<file path="config.mk">
export PLATFORM = sky130hd
export DESIGN_NAME = arp_cache_responder
export DESIGN_NICKNAME = d
export VERILOG_FILES = /design/src/rtl/arpc_pkg.sv /design/src/rtl/arpc_cell.sv /design/src/rtl/arp_cache_responder.sv
export SDC_FILE = /design/constraint.sdc
export NUM_CORES = 2
export LEC_CHECK = 0
export BUFFER_PORTS_ARGS = -buffer_cell sky130_fd_sc_hd__buf_4
export CAP_MARGIN = 40
export CORE_AREA = 2 2 450 452
export CTS_BUF_LIST = sky130_fd_sc_hd__clkbuf_8
export DETAILED_ROUTE_END_ITERATION = 7
export DIE_AREA = 0 0 452 454
export PLACE_DENSITY_LB_ADDON = 0.1
export SETUP_SLACK_MARGIN = 0.02
export SLEW_MARGIN = 20
export SYNTH_ARGS = -nofsm -noshare
export SYNTH_HDL_FRONTEND = slang
export SYNTH_SLANG_ARGS = --single-unit
</file>
<file path="constraint.sdc">
create_clock -name clock -period 122.9 [get_ports clock]
set_input_delay 18.435 -clock clock [delete_from_list [all_inputs] [get_ports clock]]
set_output_delay 18.435 -clock clock [all_outputs]
set_load 0.005 [all_outputs]
</file>
<file path="src/rtl/arpc_pkg.sv">
`timescale 1ns / 1ps
// Shared types and constants for the ARP cache responder.
// No dependencies; imported by arpc_cell and arp_cache_responder.
package arpc_pkg;

   localparam int ENTRIES_DEFAULT = 16;

   localparam int IP_W  = 32;
   localparam int MAC_W = 48;

   // register indexes on the csr port
   localparam int CSR_IDX_W = 1;
   localparam logic [CSR_IDX_W-1:0] CSR_OWN_IP  = 1'b0;
   localparam logic [CSR_IDX_W-1:0] CSR_OWN_MAC = 1'b1;

   // ARP operation codes on the request side
   localparam logic [1:0] OPER_REQUEST = 2'd0;
   localparam logic [1:0] OPER_REPLY   = 2'd1;

   // what a token moving down the cell row is doing
   localparam logic [1:0] KIND_NONE   = 2'd0;
   localparam logic [1:0] KIND_LOOKUP = 2'd1;
   localparam logic [1:0] KIND_LEARN  = 2'd2;
   localparam logic [1:0] KIND_REPLY  = 2'd3;

   typedef struct packed {
      logic             valid;
      logic [1:0]       kind;
      logic             done;     // learn: stored, lookup: hit
      logic [IP_W-1:0]  ip;       // sender / queried IP
      logic [MAC_W-1:0] mac;      // sender MAC, or found MAC after a hit
      logic [MAC_W-1:0] src_mac;  // frame source for replies
   } token_type;

endpackage

</file>
<file path="src/rtl/arpc_cell.sv">
`timescale 1ns / 1ps
// One cache entry of the ARP table plus its stage of the token row.
// Depends on arpc_pkg (token_type, kind codes).
module arpc_cell (
   input  logic               clock,
   input  logic               reset,
   input  logic               adv,
   input  arpc_pkg::token_type tok_in,
   output arpc_pkg::token_type tok_out
);
   import arpc_pkg::*;

   logic [IP_W-1:0]  ip_ff;
   logic [MAC_W-1:0] mac_ff;
   logic             valid_ff;
   token_type        tok_ff;
   token_type        tok_in_proc;
   logic             ip_eq;
   logic             do_hit;
   logic             do_learn;

   assign ip_eq    = (ip_ff == tok_in.ip);
   assign do_hit   = tok_in.valid && (tok_in.kind == KIND_LOOKUP) && !tok_in.done
                     && valid_ff && ip_eq;
   assign do_learn = tok_in.valid && (tok_in.kind == KIND_LEARN) && !tok_in.done
                     && (!valid_ff || ip_eq);

   always_comb begin
      tok_in_proc = tok_in;
      if (do_hit) begin
         tok_in_proc.done = 1'b1;
         tok_in_proc.mac  = mac_ff;
      end
      if (do_learn) begin
         tok_in_proc.done = 1'b1;
      end
   end

   always_ff @(posedge clock) begin
      if (reset) begin
         valid_ff     <= 1'b0;
         tok_ff.valid <= 1'b0;
      end else if (adv) begin
         tok_ff <= tok_in_proc;
         if (do_learn) begin
            valid_ff <= 1'b1;
         end
      end
   end

   always_ff @(posedge clock) begin
      if (adv && do_learn) begin
         ip_ff  <= tok_in.ip;
         mac_ff <= tok_in.mac;
      end
   end

   assign tok_out = tok_ff;

endmodule

</file>
<file path="src/rtl/arp_cache_responder.sv">
`timescale 1ns / 1ps
// ARP cache responder top level: input classification, cell row, result register.
// Depends on arpc_pkg and arpc_cell.
//
// Each transfer on req_ is an ARP message (tuser func = 0) or a lookup
// (func = 1), and yields exactly one transfer on rsp_. A request whose target
// IP equals own_ip gives a reply description; a reply is learned into the
// first entry that is free or already holds its IP, else table_full is set;
// a lookup returns the MAC of the first valid matching entry. The table is a
// row of ENTRIES cells, one entry each; an item travels down the row one cell
// per clock unless the row stalls, and its result is then registered.
// req_tready comes back in the same cycle that rsp_tvalid rises, so the next
// item can be accepted in that cycle; only one item is in the row at a time.
// The result register lets the next item enter while a result waits on
// rsp_tready; that item stalls only when it reaches the end of the row with
// the older result still waiting.
// All entries are invalid after reset; no clearing pass is needed. Write
// csr_ only while idle. Register 0 is own_ip; register 1 (own_mac) is the
// reply sender address used by the transmit side and carries nothing here.
module arp_cache_responder #(
   parameter int ENTRIES = arpc_pkg::ENTRIES_DEFAULT
) (
   input  logic                           clock,
   input  logic                           reset,
   // configuration
   input  logic                           csr_wen,
   input  logic [arpc_pkg::CSR_IDX_W-1:0] csr_index,
   input  logic [arpc_pkg::MAC_W-1:0]     csr_wdata,
   // requests
   input  logic                           req_tvalid,
   output logic                           req_tready,
   // [31:0] sender_ip, [79:32] sender_mac, [111:80] tgt_ip,
   // [159:112] frame_src_mac
   input  logic [159:0]                   req_tdata,
   // [0] func, [2:1] arp_oper
   input  logic [2:0]                     req_tuser,
   // results
   output logic                           rsp_tvalid,
   input  logic                           rsp_tready,
   // [47:0] reply_dest_mac, [95:48] reply_target_mac,
   // [127:96] reply_tgt_ip, [175:128] found_mac
   output logic [175:0]                   rsp_tdata,
   // [0] reply_valid, [1] learned, [2] table_full, [3] hit
   output logic [3:0]                     rsp_tuser
);
   import arpc_pkg::*;

   // ---------------- configuration ----------------
   logic [IP_W-1:0] own_ip_ff;

   always_ff @(posedge clock) begin
      if (reset) begin
         own_ip_ff <= 32'hC0A8_0101;
      end else if (csr_wen && (csr_index == CSR_OWN_IP)) begin
         own_ip_ff <= csr_wdata[IP_W-1:0];
      end
   end

   // ---------------- input unpack ----------------
   logic             in_func;
   logic [1:0]       in_oper;
   logic [IP_W-1:0]  in_sip;
   logic [MAC_W-1:0] in_smac;
   logic [IP_W-1:0]  in_tip;
   logic [MAC_W-1:0] in_fsrc;

   assign in_func = req_tuser[0];
   assign in_oper = req_tuser[2:1];
   assign in_sip  = req_tdata[31:0];
   assign in_smac = req_tdata[79:32];
   assign in_tip  = req_tdata[111:80];
   assign in_fsrc = req_tdata[159:112];

   // ---------------- control ----------------
   logic busy_ff, busy_in;     // an item is in the row
   logic req_xfer;
   logic adv;                  // row moves this cycle
   logic load_rsp;

   token_type tok_first;
   token_type tok [ENTRIES];
   token_type tok_last;
   logic [ENTRIES-1:0] tok_valid;

   assign req_tready = !busy_ff;
   assign req_xfer   = req_tvalid && req_tready;

   // classify once on entry; the reply decision needs no table access
   always_comb begin
      tok_first         = '0;
      tok_first.valid   = req_xfer;
      tok_first.ip      = in_sip;
      tok_first.mac     = in_smac;
      tok_first.src_mac = in_fsrc;
      if (in_func) begin
         tok_first.kind = KIND_LOOKUP;
      end else if (in_oper == OPER_REQUEST) begin
         tok_first.kind = (in_tip == own_ip_ff) ? KIND_REPLY : KIND_NONE;
      end else if (in_oper == OPER_REPLY) begin
         tok_first.kind = KIND_LEARN;
      end else begin
         tok_first.kind = KIND_NONE;
      end
   end

   // ---------------- cell row ----------------
   genvar gi;
   generate
      for (gi = 0; gi < ENTRIES; gi++) begin : g_cell
         if (gi == 0) begin : g_head
            arpc_cell u_cell (
               .clock   (clock),
               .reset   (reset),
               .adv     (adv),
               .tok_in  (tok_first),
               .tok_out (tok[gi])
            );
         end else begin : g_body
            arpc_cell u_cell (
               .clock   (clock),
               .reset   (reset),
               .adv     (adv),
               .tok_in  (tok[gi-1]),
               .tok_out (tok[gi])
            );
         end
         assign tok_valid[gi] = tok[gi].valid;
      end
   endgenerate

   assign tok_last = tok[ENTRIES-1];

   // the row only stalls when its finished item cannot enter the result register
   assign adv      = !(tok_last.valid && rsp_tvalid && !rsp_tready);
   assign load_rsp = tok_last.valid && adv;

   always_comb begin
      busy_in = busy_ff;
      if (load_rsp) begin
         busy_in = 1'b0;
      end
      if (req_xfer) begin
         busy_in = 1'b1;
      end
   end

   // ---------------- result register ----------------
   logic         rsp_valid_ff, rsp_valid_in;
   logic [175:0] rsp_data_ff, rsp_data_in;
   logic [3:0]   rsp_user_ff, rsp_user_in;
   logic         is_reply;
   logic         is_hit;

   assign is_reply = (tok_last.kind == KIND_REPLY);
   assign is_hit   = (tok_last.kind == KIND_LOOKUP) && tok_last.done;

   always_comb begin
      rsp_data_in            = '0;
      rsp_data_in[47:0]      = is_reply ? tok_last.src_mac : '0;
      rsp_data_in[95:48]     = is_reply ? tok_last.mac : '0;
      rsp_data_in[127:96]    = is_reply ? tok_last.ip : '0;
      rsp_data_in[175:128]   = is_hit ? tok_last.mac : '0;
      rsp_user_in[0]         = is_reply;
      rsp_user_in[1]         = (tok_last.kind == KIND_LEARN) && tok_last.done;
      rsp_user_in[2]         = (tok_last.kind == KIND_LEARN) && !tok_last.done;
      rsp_user_in[3]         = is_hit;
   end

   always_comb begin
      rsp_valid_in = rsp_valid_ff;
      if (load_rsp) begin
         rsp_valid_in = 1'b1;
      end else if (rsp_tready) begin
         rsp_valid_in = 1'b0;
      end
   end

   always_ff @(posedge clock) begin
      if (reset) begin
         busy_ff      <= 1'b0;
         rsp_valid_ff <= 1'b0;
      end else begin
         busy_ff      <= busy_in;
         rsp_valid_ff <= rsp_valid_in;
      end
   end

   always_ff @(posedge clock) begin
      if (load_rsp) begin
         rsp_data_ff <= rsp_data_in;
         rsp_user_ff <= rsp_user_in;
      end
   end

   assign rsp_tvalid = rsp_valid_ff;
   assign rsp_tdata  = rsp_data_ff;
   assign rsp_tuser  = rsp_user_ff;

   // ---------------- assertions ----------------
   // idle means the row is empty
   a_idle_empty: assert property (@(posedge clock) disable iff (reset)
      !busy_ff |-> (tok_valid == '0))
      else $error("token in cell row while idle");

   // one item at a time
   a_single_token: assert property (@(posedge clock) disable iff (reset)
      $onehot0(tok_valid))
      else $error("more than one token in cell row");

   // an accepted item occupies the row on the next cycle
   a_accept_busy: assert property (@(posedge clock) disable iff (reset)
      req_xfer |=> (busy_ff && tok_valid[0]))
      else $error("accepted item did not enter the row");

   // at most one outcome flag per result
   a_flags_exclusive: assert property (@(posedge clock) disable iff (reset)
      rsp_tvalid |-> $onehot0(rsp_tuser))
      else $error("conflicting result flags");

endmodule
</file>
==> flow_summary_export.csv <==
group,metric,value,unit
run_status,status,"completed",
yosys,synth_cell_types,41,
final_layout,drive_gt1_share,27.4,%
sta,fin_crit_sh,18.2,%
run,cap_violations,0,
yosys,synth_area_leaders,"edfxtp_1, mux2_2, xnor2_1",
sta,setup_viol_count_final,0,
pwr,irDropWorstVdd,11.9,µV
sta,setup-tns-final,0,ps
pwr,switching_share,19.7,%
yosys,synthAdderAreaFrac,0,%
pwr,cellPowerDensity,16.3,mW/mm²
yosys,ys_async_sr_fraction,0,%
clock_network,cts_sinks,3622,
route,ant_nets,0,
global_routing,grt-busiest-layer,"met2",
yosys,synth_common_cells,"edfxtp_1, mux2_2, xnor2_1",
yosys,ys_seq_area_share,84.9,%
sta,skew,51.2,ps
yosys,syn-cell-area,0.127,mm²
route,drtPass1Iterations,5,
global_routing,met1_usage,19.9,%
yosys,yosys.area.top_type_share,83.8,%
yosys,synth_edf_count,3556,
global_routing,antenna_found_initial,2,
worst_setup_path,worstPathArrival,22970,ps
worst_setup_path,crit_path_max_incr_delay,680,ps
clock_network,clk_pin_slew,50,ps
yosys,yosysMostFrequentCell,"edfxtp_1",
pwr,switching_power,463,µW
sta,rsz0062_at_grt,"no",
pwr,p_seq_share,60.7,%
worst_setup_path,cp.required,123530,ps
global_routing,grt_use_met3,3.50,%
sta,worst_slew_margin_rel,26.4,%
yosys,synth_top_family_by_area,"multiplexers",
worst_setup_path,crit_slowest_cell,"buf_12",
clock_network,cts_resized,0,
worst_setup_path,cp_common_cell,"buf_4",
worst_setup_path,path_cells,"buf_4 > nor2b_1 > buf_4 > and2_1 > buf_4 > nor2_4 > buf_4 > buf_4 > buf_12 > buf_4 > buf_16 > buf_4 > buf_12",
worst_hold_path,hp-class,"flop to flop",
floorplan,num_rows,165,
pwr,p_comb_share,2.2,%
clock_network,hold_buffers,0,
placed_design,dp_cells,8790,
yosys,synth-simple-area-share,2.81,%
final_layout,area_delta_synth_final,13.2,%
placed_design,port_buffers,382,
sta,report.final.slew_viol_count,0,
yosys,synth_nets,5999,
floorplan,start_util,63.4,%
pwr,p_int,1890,µW
final_layout,utilization,71.8,%
clock_network,cts_buffers,574,
final_layout,final_cells,9777,
pwr,p_clk_share,37.0,%
worst_setup_path,start_kind,"primary input",
floorplan,die_x,452,µm
route,routed_wl,159,mm
global_routing,overflow,0,
global_routing,grt_pass1_vias,51200,
route,wl_per_cell,16.2,µm
clock_network,htreeDepth,6,
sta,fmax,44.8,MHz
clock_network,cts_tree,"built",
sta,hold_violations,0,
floorplan,die_area,0.205,mm²
route,drt_iter0_markers,2456,
clock_network,cts-root-buf,"clkbuf_8",
yosys,yosysWarnings,0,
sta,tightest_slew,1100,ps
worst_setup_path,path_max_fanout,177,
global_routing,grtUsageTotal,15.4,%
placed_design,routabilityCongestion,0.845,
floorplan,die_h,454,µm
route,avgViaCountPerCell,5.12,
final_layout,nNetsFinal,6920,
yosys,syn_avg_cell_area,22.0,µm²
sta,finalCriticalPeriod,22340,ps
floorplan,io_pins,399,
yosys,synthMuxAreaShare,7.51,%
worst_setup_path,critPathCaptureType,"flop",
yosys,synth_top_flop_cell,"edfxtp_1",
clock_network,clock_latency,1030,ps
route,num_vias,50000,
yosys,synth_compound_area_share,0.427,%
floorplan,design.core.area,0.201,mm²
global_routing,grt_max_degree,238,
worst_setup_path,timing_worst_setup_path_type,"primary input to flop",
clock_network,clk_path_buf_depth,4,
yosys,ys_ff_latch,3622,
route,drc,0,
yosys,yosysTopAreaCell,"edfxtp_1",
global_routing,grt_pass1_wl,257,mm
yosys,yosys.area_share.xor_xnor,3.74,%
clock_network,post_cts_buffers,0,
yosys,syn_inst,5782,
pwr,leakagePower,0.0498,µW
placed_design,dpl.hpwl,97.4,mm
global_routing,grt_use_met2,25.0,%
## state kept, by name (all words and copies together) (netlist names)
register                       flops
busy_ff                            1
g_cell.g_body.u_cell.ip_ff       480
g_cell.g_body.u_cell.mac_ff      720
g_cell.g_body.u_cell.tok_out    1980
g_cell.g_body.u_cell.valid_ff     15
g_cell.g_head.u_cell.ip_ff        32
g_cell.g_head.u_cell.mac_ff       48
g_cell.g_head.u_cell.tok_out     132
g_cell.g_head.u_cell.valid_ff      1
own_ip_ff                         32
rsp_tdata                        176
rsp_tuser                          4
rsp_tvalid                         1
## through the flow
| stage | cell area [µm²] | setup slack, ps | power, µW | hold WS, ps |
|---|---|---|---|---|
| 2_1_floorplan | 127000 | 12590 | 1580 | 400 |
| 6_report | 144000 | 100570 | 2350 | 385 |
| 4_1_cts | 144000 | 99700 | 2390 | 383 |
| 3_3_place_gp | 134000 | 98260 | 1500 | 400 |
| 5_1_grt | 144000 | 100310 | 2450 | 391 |
| 3_5_place_dp | 134000 | 98540 | 1510 | 405 |
## area by class of cell
type / count / area [µm²]
antenna: 3 / 7.51
clock buffer: 602 / 8290
clock inverter: 373 / 1590
fill: 11800 / 56600
inverter: 23 / 86.3
multi-input combinational: 2005 / 18700
sequential: 3622 / 108000
tap: 2672 / 3340
timing repair buffer: 477 / 4160
## worst max-delay path, delay by kind of cell
family	cells	cell delay (ps)
AND/OR/NAND/NOR	3	390
buffers and inverters	10	3890
## logic make-up after synthesis
kind of cell / count (synthesis)
AO/OA/AOI/OAI: 92
multiplexers: 768
XOR/XNOR: 544
AND/OR/NAND/NOR: 601
buffers and inverters: 155
flip-flops: 3622
## routing by layer
| layer | vias up | share of wire (%) |
|---|---|---|
| met4 | 0 | 3.4 |
| li1 | 24600 | - |
| met2 | 969 | 49 |
| met1 | 24100 | 44 |
| met5 | - | 0 |
| met3 | 367 | 4.2 |
## power by group through the flow
stage               clock network, µW  registers [µW]  logic (µW)
CTS                               905            1430        53.1
floorplan                           0            1550        37.1
detailed placement                  0            1460        52.6
global placement                    0            1450        50.2
finish                            871            1430        52.9
global route                      954            1430        58.4
## cell usage in the layout (no fill, tap or decap), types with 11 or more instances in the layout
cell type,n
nor4_2,26
and3_1,132
nand3b_1,22
clkinv_1,123
clkinv_2,32
buf_12,28
mux2_2,516
nor3_1,12
a21oi_1,57
edfxtp_1,3556
nor2_1,34
nor4_1,11
buf_16,11
nand2b_1,11
mux2_4,245
dfxtp_1,66
buf_4,436
xnor2_1,512
inv_1,222
nand4_1,138
clkbuf_8,602
and2_1,51
nand2_1,110
xor2_1,32
## final timing paths
check                                      startpoint                                   end  slack, ps  depth (start not counted)
hold reg to reg   g_cell[6].g_body.u_cell.tok_out[31]   g_cell[7].g_body.u_cell.tok_out[31]        380                          0
setup reg to reg                           rsp_tvalid  g_cell[11].g_body.u_cell.tok_out[40]     117680                         12
setup / recovery                           rsp_tready  g_cell[11].g_body.u_cell.tok_out[40]     100570                         13
hold / removal    g_cell[6].g_body.u_cell.tok_out[31]   g_cell[7].g_body.u_cell.tok_out[31]        380                          0
Note: power is estimated with default switching activity, not from simulation.
